## src/hdl/wma_pkg.sv

```systemverilog
// ----------------------------------------------------------------------------
// Windowed moving average package
// Shared sizes, derived widths and the job record passed from front to back.
// ----------------------------------------------------------------------------
package wma_pkg;

  localparam int WINDOW   = 100;
  localparam int SMP_W    = 16;
  localparam int FILL_W   = 7;
  localparam int CNT_W    = $clog2(WINDOW + 1);
  localparam int PTR_W    = (WINDOW > 1) ? $clog2(WINDOW) : 1;
  localparam int SUM_W    = CNT_W + SMP_W;
  localparam int MAG_W    = SUM_W - 1;
  localparam int DIV_ITER = (MAG_W + 1) / 2;
  localparam int DVD_W    = 2 * DIV_ITER;
  localparam int ITER_W   = $clog2(DIV_ITER + 1);
  localparam int QDEPTH   = 2;
  localparam int QPTR_W   = $clog2(QDEPTH);
  localparam int QLVL_W   = $clog2(QDEPTH + 1);

  typedef struct packed {
    logic signed [SMP_W-1:0] sample;
    logic signed [SUM_W-1:0] sum;
    logic [CNT_W-1:0]        count;
  } job_t;

endpackage

```

## src/hdl/windowed_moving_average_core.sv

```systemverilog
// ----------------------------------------------------------------------------
// Windowed moving average core
// Running mean of the last WINDOW signed Q8.8 readings.
// ----------------------------------------------------------------------------
// Use:
//   Input side is a queue write port: drive in_sample and raise push; the
//   reading is taken at a clock edge where push is high and full is low.
//   Result side is a queue read port: while empty is low, out_last_sample,
//   out_window_average and out_fill_count show the oldest waiting item;
//   raise pop to take it.
//   Each reading gives one item: the reading itself, the sum of held readings
//   divided by the fill count (truncated toward zero) and the fill count.
// Timing:
//   The front end reads the ring slot, then updates the sum, for each reading.
//   The divider resolves two quotient bits a cycle, and the back end takes
//   a new job from the queue only once it is done with the last one.
//   That divider loop sets the sustained rate. With the divider idle, an
//   accepted reading passes sum update, queue, divider load, iterations and done.
// Reset and stalls:
//   Reset empties the window, sum, job queue and output register. The ring
//   contents are not cleared. Full goes high at every accept and stays high
//   while the reading is folded in. A stalled receiver holds the output
//   register; the divider then waits with its finished item, the two-entry
//   job queue fills and the front end holds its reading, keeping full high.
// ----------------------------------------------------------------------------
module windowed_moving_average_core (
  input  logic                       clk,
  input  logic                       rst_n,
  input  logic                       push,
  output logic                       full,
  input  logic [wma_pkg::SMP_W-1:0]  in_sample,
  output logic                       empty,
  input  logic                       pop,
  output logic [wma_pkg::SMP_W-1:0]  out_last_sample,
  output logic [wma_pkg::SMP_W-1:0]  out_window_average,
  output logic [wma_pkg::FILL_W-1:0] out_fill_count
);

  // Jobs travel from the ring/sum front end to the divider through the queue.
  wma_pkg::job_t fq_job, qb_job;
  logic          fq_push, fq_full;
  logic          qb_rd, qb_empty;

  // Fold each reading into the ring and running sum.
  wma_front u_front (
    .clk       (clk),
    .rst_n     (rst_n),
    .push      (push),
    .full      (full),
    .in_sample (in_sample),
    .job_push  (fq_push),
    .job_full  (fq_full),
    .job       (fq_job)
  );

  // Buffer jobs so the front end keeps going while the divider works.
  wma_queue u_queue (
    .clk     (clk),
    .rst_n   (rst_n),
    .wr      (fq_push),
    .q_full  (fq_full),
    .wr_job  (fq_job),
    .rd      (qb_rd),
    .q_empty (qb_empty),
    .rd_job  (qb_job)
  );

  // Divide and present the item.
  wma_back u_back (
    .clk                (clk),
    .rst_n              (rst_n),
    .q_empty            (qb_empty),
    .q_rd               (qb_rd),
    .job                (qb_job),
    .empty              (empty),
    .pop                (pop),
    .out_last_sample    (out_last_sample),
    .out_window_average (out_window_average),
    .out_fill_count     (out_fill_count)
  );

  // Front end never writes into a full job queue.
  a_no_q_overflow: assert property (@(posedge clk) disable iff (!rst_n)
    fq_push |-> !fq_full)
    else $error("job queue written while full");

  // Every job carries a fill count within the window.
  a_job_count: assert property (@(posedge clk) disable iff (!rst_n)
    fq_push |-> (fq_job.count != '0) &&
                (fq_job.count <= wma_pkg::CNT_W'(wma_pkg::WINDOW)))
    else $error("job fill count out of range");

  // Reset leaves no result waiting.
  a_reset_empty: assert property (@(posedge clk)
    !rst_n |=> empty)
    else $error("result pending after reset");

  // Divider only pulls a job that is there.
  a_rd_nonempty: assert property (@(posedge clk) disable iff (!rst_n)
    qb_rd |-> !qb_empty)
    else $error("divider read an empty job queue");

endmodule

```

## src/hdl/wma_front.sv

```systemverilog
// ----------------------------------------------------------------------------
// Windowed moving average front end
// Accepts readings, keeps the sample ring, running sum and fill count.
// ----------------------------------------------------------------------------
module wma_front (
  input  logic                clk,
  input  logic                rst_n,
  input  logic                push,
  output logic                full,
  input  logic [wma_pkg::SMP_W-1:0] in_sample,
  output logic                job_push,
  input  logic                job_full,
  output wma_pkg::job_t       job
);

  localparam logic FS_IDLE   = 1'b0;
  localparam logic FS_UPDATE = 1'b1;

  logic                               state_r, state_nxt;
  logic [wma_pkg::PTR_W-1:0]          wp_r, wp_nxt;
  logic [wma_pkg::CNT_W-1:0]          cnt_r, cnt_nxt;
  logic signed [wma_pkg::SUM_W-1:0]   sum_r, sum_nxt;
  logic [wma_pkg::SMP_W-1:0]          smp_r;
  logic [wma_pkg::SMP_W-1:0]          rd_q;
  logic [wma_pkg::SMP_W-1:0]          ring_mem [wma_pkg::WINDOW];
  logic                               held_full;
  logic                               wr_en;
  logic signed [wma_pkg::SUM_W-1:0]   old_ext, new_ext;

  assign full      = (state_r != FS_IDLE);
  assign held_full = (cnt_r == wma_pkg::CNT_W'(wma_pkg::WINDOW));
  assign wr_en     = (state_r == FS_UPDATE) && !job_full;
  assign job_push  = wr_en;

  assign old_ext = held_full ?
    $signed({{(wma_pkg::SUM_W-wma_pkg::SMP_W){rd_q[wma_pkg::SMP_W-1]}}, rd_q}) : '0;
  assign new_ext =
    $signed({{(wma_pkg::SUM_W-wma_pkg::SMP_W){smp_r[wma_pkg::SMP_W-1]}}, smp_r});

  // Ring: read of the slot at the write pointer is registered every cycle.
  always_ff @(posedge clk) begin
    rd_q <= ring_mem[wp_r];
    if (wr_en) begin
      ring_mem[wp_r] <= smp_r;
    end
  end

  always_comb begin
    state_nxt = state_r;
    wp_nxt    = wp_r;
    cnt_nxt   = held_full ? cnt_r : cnt_r + 1'b1;
    sum_nxt   = sum_r - old_ext + new_ext;
    case (state_r)
      FS_IDLE: begin
        if (push) begin
          state_nxt = FS_UPDATE;
        end
      end
      FS_UPDATE: begin
        if (!job_full) begin
          state_nxt = FS_IDLE;
          wp_nxt = (wp_r == wma_pkg::PTR_W'(wma_pkg::WINDOW - 1)) ? '0 : wp_r + 1'b1;
        end
      end
      default: begin
        state_nxt = FS_IDLE;
      end
    endcase
  end

  assign job.sample = smp_r;
  assign job.sum    = sum_nxt;
  assign job.count  = cnt_nxt;

  always_ff @(posedge clk) begin
    if (!rst_n) begin
      state_r <= FS_IDLE;
      wp_r    <= '0;
      cnt_r   <= '0;
      sum_r   <= '0;
    end else begin
      state_r <= state_nxt;
      wp_r    <= wp_nxt;
      if (wr_en) begin
        cnt_r <= cnt_nxt;
        sum_r <= sum_nxt;
      end
    end
  end

  // Hold the reading while it is folded into the window.
  always_ff @(posedge clk) begin
    if ((state_r == FS_IDLE) && push) begin
      smp_r <= in_sample;
    end
  end

endmodule

```

## src/hdl/wma_queue.sv

```systemverilog
// ----------------------------------------------------------------------------
// Windowed moving average job queue
// Short queue that decouples the front end from the divider.
// ----------------------------------------------------------------------------
module wma_queue (
  input  logic          clk,
  input  logic          rst_n,
  input  logic          wr,
  output logic          q_full,
  input  wma_pkg::job_t wr_job,
  input  logic          rd,
  output logic          q_empty,
  output wma_pkg::job_t rd_job
);

  wma_pkg::job_t                 entry_r [wma_pkg::QDEPTH];
  logic [wma_pkg::QPTR_W-1:0]    wptr_r, rptr_r;
  logic [wma_pkg::QLVL_W-1:0]    lvl_r;
  logic                          do_wr, do_rd;

  assign q_full  = (lvl_r == wma_pkg::QLVL_W'(wma_pkg::QDEPTH));
  assign q_empty = (lvl_r == '0);
  assign do_wr   = wr && !q_full;
  assign do_rd   = rd && !q_empty;
  assign rd_job  = entry_r[rptr_r];

  always_ff @(posedge clk) begin
    if (do_wr) begin
      entry_r[wptr_r] <= wr_job;
    end
  end

  always_ff @(posedge clk) begin
    if (!rst_n) begin
      wptr_r <= '0;
      rptr_r <= '0;
      lvl_r  <= '0;
    end else begin
      if (do_wr) wptr_r <= wptr_r + 1'b1;
      if (do_rd) rptr_r <= rptr_r + 1'b1;
      if (do_wr && !do_rd) begin
        lvl_r <= lvl_r + 1'b1;
      end else if (do_rd && !do_wr) begin
        lvl_r <= lvl_r - 1'b1;
      end
    end
  end

endmodule

```

## src/hdl/wma_back.sv

```systemverilog
// ----------------------------------------------------------------------------
// Windowed moving average back end
// Divides the running sum by the fill count, two quotient bits a cycle,
// and holds the result in the output register.
// ----------------------------------------------------------------------------
module wma_back (
  input  logic                       clk,
  input  logic                       rst_n,
  input  logic                       q_empty,
  output logic                       q_rd,
  input  wma_pkg::job_t              job,
  output logic                       empty,
  input  logic                       pop,
  output logic [wma_pkg::SMP_W-1:0]  out_last_sample,
  output logic [wma_pkg::SMP_W-1:0]  out_window_average,
  output logic [wma_pkg::FILL_W-1:0] out_fill_count
);

  localparam logic [1:0] BS_IDLE = 2'd0;
  localparam logic [1:0] BS_DIV  = 2'd1;
  localparam logic [1:0] BS_DONE = 2'd2;

  logic [1:0]                   state_r, state_nxt;
  logic [wma_pkg::ITER_W-1:0]   it_r;
  logic [wma_pkg::DVD_W-1:0]    dvd_r, quo_r;
  logic [wma_pkg::CNT_W-1:0]    div_r, rem_r;
  logic                         neg_r;
  logic [wma_pkg::SMP_W-1:0]    smp_r;
  logic                         oval_r;
  logic [wma_pkg::SMP_W-1:0]    olast_r, oavg_r;
  logic [wma_pkg::FILL_W-1:0]   ofill_r;

  logic [wma_pkg::CNT_W:0]      r1, r2, s1, s2, dext;
  logic [wma_pkg::CNT_W-1:0]    rem1, rem2;
  logic                         ge1, ge2;
  logic [wma_pkg::SUM_W-1:0]    abs_sum;
  logic [wma_pkg::SMP_W-1:0]    q16, avg;
  logic                         slot_free;

  assign q_rd      = (state_r == BS_IDLE) && !q_empty;
  assign slot_free = !oval_r || pop;

  // Two restoring steps per cycle.
  assign dext = {1'b0, div_r};
  assign r1   = {rem_r, dvd_r[wma_pkg::DVD_W-1]};
  assign ge1  = (r1 >= dext);
  assign s1   = ge1 ? r1 - dext : r1;
  assign rem1 = s1[wma_pkg::CNT_W-1:0];
  assign r2   = {rem1, dvd_r[wma_pkg::DVD_W-2]};
  assign ge2  = (r2 >= dext);
  assign s2   = ge2 ? r2 - dext : r2;
  assign rem2 = s2[wma_pkg::CNT_W-1:0];

  assign abs_sum = job.sum[wma_pkg::SUM_W-1] ? -job.sum : job.sum;
  assign q16     = quo_r[wma_pkg::SMP_W-1:0];
  assign avg     = neg_r ? (~q16 + 1'b1) : q16;

  always_comb begin
    state_nxt = state_r;
    case (state_r)
      BS_IDLE: begin
        if (!q_empty) state_nxt = BS_DIV;
      end
      BS_DIV: begin
        if (it_r == wma_pkg::ITER_W'(wma_pkg::DIV_ITER - 1)) state_nxt = BS_DONE;
      end
      BS_DONE: begin
        if (slot_free) state_nxt = BS_IDLE;
      end
      default: begin
        state_nxt = BS_IDLE;
      end
    endcase
  end

  always_ff @(posedge clk) begin
    if (!rst_n) begin
      state_r <= BS_IDLE;
      oval_r  <= 1'b0;
    end else begin
      state_r <= state_nxt;
      if ((state_r == BS_DONE) && slot_free) begin
        oval_r <= 1'b1;
      end else if (pop) begin
        oval_r <= 1'b0;
      end
    end
  end

  // Divider datapath and output register.
  always_ff @(posedge clk) begin
    case (state_r)
      BS_IDLE: begin
        dvd_r <= wma_pkg::DVD_W'(abs_sum[wma_pkg::MAG_W-1:0]);
        quo_r <= '0;
        rem_r <= '0;
        div_r <= job.count;
        neg_r <= job.sum[wma_pkg::SUM_W-1];
        smp_r <= job.sample;
        it_r  <= '0;
      end
      BS_DIV: begin
        dvd_r <= {dvd_r[wma_pkg::DVD_W-3:0], 2'b00};
        quo_r <= {quo_r[wma_pkg::DVD_W-3:0], ge1, ge2};
        rem_r <= rem2;
        it_r  <= it_r + 1'b1;
      end
      BS_DONE: begin
        if (slot_free) begin
          olast_r <= smp_r;
          oavg_r  <= avg;
          ofill_r <= div_r[wma_pkg::FILL_W-1:0];
        end
      end
      default: begin
        it_r <= '0;
      end
    endcase
  end

  assign empty              = !oval_r;
  assign out_last_sample    = olast_r;
  assign out_window_average = oavg_r;
  assign out_fill_count     = ofill_r;

endmodule
```

## config.mk

```make
export PLATFORM = sky130hd
export DESIGN_NAME = windowed_moving_average_core
export DESIGN_NICKNAME = d
export VERILOG_FILES = /design/src/hdl/wma_pkg.sv /design/src/hdl/windowed_moving_average_core.sv /design/src/hdl/wma_front.sv /design/src/hdl/wma_queue.sv /design/src/hdl/wma_back.sv
export SDC_FILE = /design/constraint.sdc
export NUM_CORES = 2
export LEC_CHECK = 0
export CORE_MARGIN = 3
export CORE_UTILIZATION = 55
export CTS_CLUSTER_SIZE = 14
export DETAILED_ROUTE_END_ITERATION = 6
export DONT_BUFFER_PORTS = 1
export PLACE_DENSITY = 0.75
export SLEW_MARGIN = 10
export SYNTH_ARGS = -nofsm -noshare
export SYNTH_HDL_FRONTEND = slang
export SYNTH_SLANG_ARGS = --single-unit
```

## constraint.sdc

```tcl
create_clock -name clk -period 5.75 [get_ports clk]
set_input_delay 0.8625 -clock clk [delete_from_list [all_inputs] [get_ports clk]]
set_output_delay 0.8625 -clock clk [all_outputs]
set_load 0.005 [all_outputs]
```

==> impl_metrics.env <==
export IMPL_r2r_start="u_back.div_r[0]$_DFFE_PP_"
export IMPL_peakVddDrop_mv=0.290
export IMPL_grt_pass1_vias=42818
export IMPL_p_leak_nw=27.2
export IMPL_hold_buffers=0
export IMPL_seq_area_frac_synth_pct=73.6
export IMPL_syn_nets=4539
export IMPL_vias_per_cell=6.83
export IMPL_path_common_cell="ha_1"
export IMPL_avgSynthCellArea_um2=17.1
export IMPL_drt_iter0_drc=7277
export IMPL_cts_root_buf="clkbuf_16"
export IMPL_synthCells=4449
export IMPL_layout_drive_gt1_share_pct=17.8
export IMPL_grt_pass1_wl_um=306000
export IMPL_dieArea_um2=143000
export IMPL_place_congestion=1.01
export IMPL_slowest_stage="a211oi_4"
export IMPL_holdWs_ns=0.157
export IMPL_post_cts_resized=0
export IMPL_finalPower_mw=32.6
export IMPL_dp_final_hpwl_um=130000
export IMPL_path_delay_family="compound AO/OA/AOI/OAI gates"
export IMPL_min_path_cells=0
export IMPL_fp_dieH_um=378
export IMPL_end_kind="flop"
export IMPL_ys_top_cells_by_count="edfxtp_1 (1,820), nor2_1 (225), nand2_1 (211)"
export IMPL_cpPeakStageDelay_ns=0.48
export IMPL_clock_fmax_mhz=221
export IMPL_core_um2=136000
export IMPL_port_buffers=0
export IMPL_crit_buf_inv=1
export IMPL_ys_top_cells_by_area="edfxtp_1 (72%), mux4_2 (4.7%), mux2i_1 (2.1%)"
export IMPL_skew_ns=0.0392
export IMPL_die_x_um=378
export IMPL_antenna_left=0
export IMPL_cts_tree="yes"
export IMPL_setup_violations=0
export IMPL_clkSinkCount=1882
export IMPL_wl_um=216000
export IMPL_start_util_pct=55.7
export IMPL_cts_buffers=180
export IMPL_synth_top_area_share_pct=71.9
export IMPL_synth_edff_count=1820
export IMPL_worstReg2RegEnd="u_back.rem_r[2]$_SDFFCE_PN0P_"
export IMPL_grt_max_degree=103
export IMPL_io_pins=61
export IMPL_ys_ff_latch=1882
export IMPL_drv_slew=0
export IMPL_nets=4680
export IMPL_relSlewSlack_pct=7.16
export IMPL_cp_data_required_time_ns=6.28
export IMPL_grt_ovfl_total=0
export IMPL_worstMarginPinSlew_ns=1.38
export IMPL_fin_crit_sh_pct=78.6
export IMPL_setup_tns_ns=0
export IMPL_arrival_ns=5.05
export IMPL_area_growth_pct=11.2
export IMPL_clk_latency_ns=0.81
export IMPL_maxCapViolations=0
export IMPL_wl_per_cell_um=33.0
export IMPL_path_class="flop to flop"
export IMPL_synth_distinct_cells=97
export IMPL_power_density_nw_per_um2=386
export IMPL_hold_path_class="input port to flop"
export IMPL_failed_checks="DRC"
export IMPL_status="finished with violations"
export IMPL_cts_max_level=4
export IMPL_grtUsageTotal_pct=30.1
export IMPL_antenna_found_initial=15
export IMPL_post_cts_buffers=0
export IMPL_rows=135
export IMPL_setup_slack_ns=1.23
export IMPL_synth_most_common_cell="edfxtp_1"
export IMPL_num_vias=44580
export IMPL_path_clk_slew_ns=0.06
export IMPL_crit_path_cell_trace="ha_1 > inv_1 > fa_1 > a211oi_1 > o21ai_0 > a21oi_2 > mux2_2 > ha_1 > nor2b_1 > o31ai_1 > a21oi_1 > a211oi_4 > mux2i_1 > nor2_1"
export IMPL_fin_crit_ns=4.52
export IMPL_dp_cells=6189
export IMPL_hold_viol_final=0
export IMPL_synth_main_ff_cell="edfxtp_1"
export IMPL_rsz0062_at_grt="false"
export IMPL_fin_cells=6530
export IMPL_clockBufferDepth=3
export IMPL_setup_worst_path_start_class="flop"
export IMPL_r2r_setup_slack_ns=1.23
export IMPL_hold_end="u_front.smp_r[13]$_DFFE_PP_"
export IMPL_dr_pass1_iters=7
export IMPL_hold_start="in_sample[13]"
export IMPL_worst_r2r_cell_count=14
export IMPL_critPathMaxFanout=10
export IMPL_synth_area_leader_cell="edfxtp_1"
export IMPL_remaining_drc_errors=3
export IMPL_place_ws_ns=1.19
export IMPL_synth_area_um2=76000
export IMPL_yosys_warnings=0
export IMPL_synthArstFlopShare_pct=0
power breakdown:
part | internal, mW | switching [mW] | total, mW | leakage [nW]
Combinational | 1.75 | 3.08 | 4.82 | 7.29
Clock | 6.63 | 5.01 | 11.6 | 2.81
Sequential | 15.7 | 0.342 | 16.1 | 17.1
placed cells by master, fill, tap and decap left out, types with 24 or more instances in the layout:
| master | instances |
|---|---|
| nor2_1 | 220 |
| a21oi_1 | 115 |
| o22ai_1 | 67 |
| edfxtp_1 | 1820 |
| mux4_2 | 157 |
| nor3_1 | 34 |
| buf_4 | 224 |
| mux2_2 | 141 |
| nand2_1 | 211 |
| o21ai_0 | 124 |
| inv_1 | 119 |
| a22oi_1 | 85 |
| dfxtp_1 | 57 |
| nand3_1 | 63 |
| a221oi_1 | 170 |
| fa_1 | 24 |
| and2_1 | 43 |
| o211ai_1 | 24 |
| ha_1 | 46 |
| clkinv_1 | 36 |
| clkbuf_16 | 185 |
| xnor2_1 | 51 |
| clkbuf_1 | 48 |
| mux2i_1 | 160 |
| o221ai_1 | 24 |
| clkinv_2 | 26 |
cells by family (layout without fill, tap and decap cells):
| family | after synthesis | in the layout | synth area share, % |
|---|---|---|---|
| flops | 1882 | 1882 | 73.6 |
| compound gates | 835 | 835 | 8.00 |
| simple gates | 723 | 723 | 4.46 |
| mux | 466 | 466 | 9.02 |
| buf+inv | 400 | 686 | 2.73 |
| xor+xnor | 73 | 73 | 0.842 |
| fa+ha+maj | 70 | 70 | 1.39 |
| other cells | 0 | 14 | 0 |
layout make-up:
type	instances	area (um^2)
Sequential cell	1882	55900
Fill cell	9413	51900
Multi-Input combinational cell	2167	18200
Clock buffer	237	4860
Tap cell	1781	2230
Timing Repair Buffer	235	1900
Clock inverter	90	891
Inverter	124	469
Antenna cell	14	35.0
stage by stage:
step	area, um^2	util (%)
2_1_floorplan	76000	-
3_3_place_gp	78700	57.7
3_5_place_dp	78700	57.7
4_1_cts	84400	61.9
5_1_grt	84400	61.9
6_report	84500	62.0
sequential cells by signal (all words and copies together) (netlist names), 7 cells and up, named ones only:
name / count
u_front.ring_mem: 1600
u_queue.entry_r: 92
u_front.sum_r: 23
u_back.dvd_r: 22
u_back.out_last_sample: 16
u_back.out_window_average: 16
u_back.quo_r: 16
u_back.smp_r: 16
u_front.rd_q: 16
u_front.smp_r: 16
u_back.div_r: 7
u_back.out_fill_count: 7
u_back.rem_r: 7
u_front.cnt_r: 7
u_front.wp_r: 7
layer usage:
layer | up-vias | share of wire [%] | GRT usage, % | routed length (um)
li1 | 18069 | - | - | -
met1 | 22221 | 35 | 39.4 | 75100
met2 | 3515 | 44 | 44.0 | 95500
met3 | 763 | 14 | 10.4 | 30500
met4 | 12 | 6.7 | 17.7 | 14500
met5 | - | 0.070 | 0 | 152
worst register-to-register path, cell delays in order, from the launching register on:
cell      delay, ns
edfxtp_1       0.40
ha_1           0.20
inv_1          0.06
fa_1           0.43
a211oi_1       0.32
o21ai_0        0.19
a21oi_2        0.45
mux2_2         0.41
ha_1           0.33
nor2b_1        0.16
o31ai_1        0.33
a21oi_1        0.18
a211oi_4       0.48
mux2i_1        0.26
nor2_1         0.05
how the worst max path moves through the flow:
stage	from	slack (ns)	endpoint	cells after the start
3_5_place_dp	u_back.div_r[0]$_DFFE_PP_	1.19	u_back.rem_r[2]$_SDFFCE_PN0P_	14
4_1_cts	u_back.div_r[0]$_DFFE_PP_	1.19	u_back.rem_r[2]$_SDFFCE_PN0P_	14
5_1_grt	u_back.dvd_r[21]$_DFFE_PP_	0.87	u_back.rem_r[3]$_SDFFCE_PN0P_	15
3_3_place_gp	u_back.dvd_r[21]$_DFFE_PP_	1.03	u_back.rem_r[2]$_SDFFCE_PN0P_	15
2_1_floorplan	u_front.smp_r[15]$_DFFE_PP_	1.13	u_front.sum_r[20]$_SDFFE_PN0P_	11
6_report	u_back.div_r[0]$_DFFE_PP_	1.23	u_back.rem_r[2]$_SDFFCE_PN0P_	14
(Power assumes the default switching activity.)
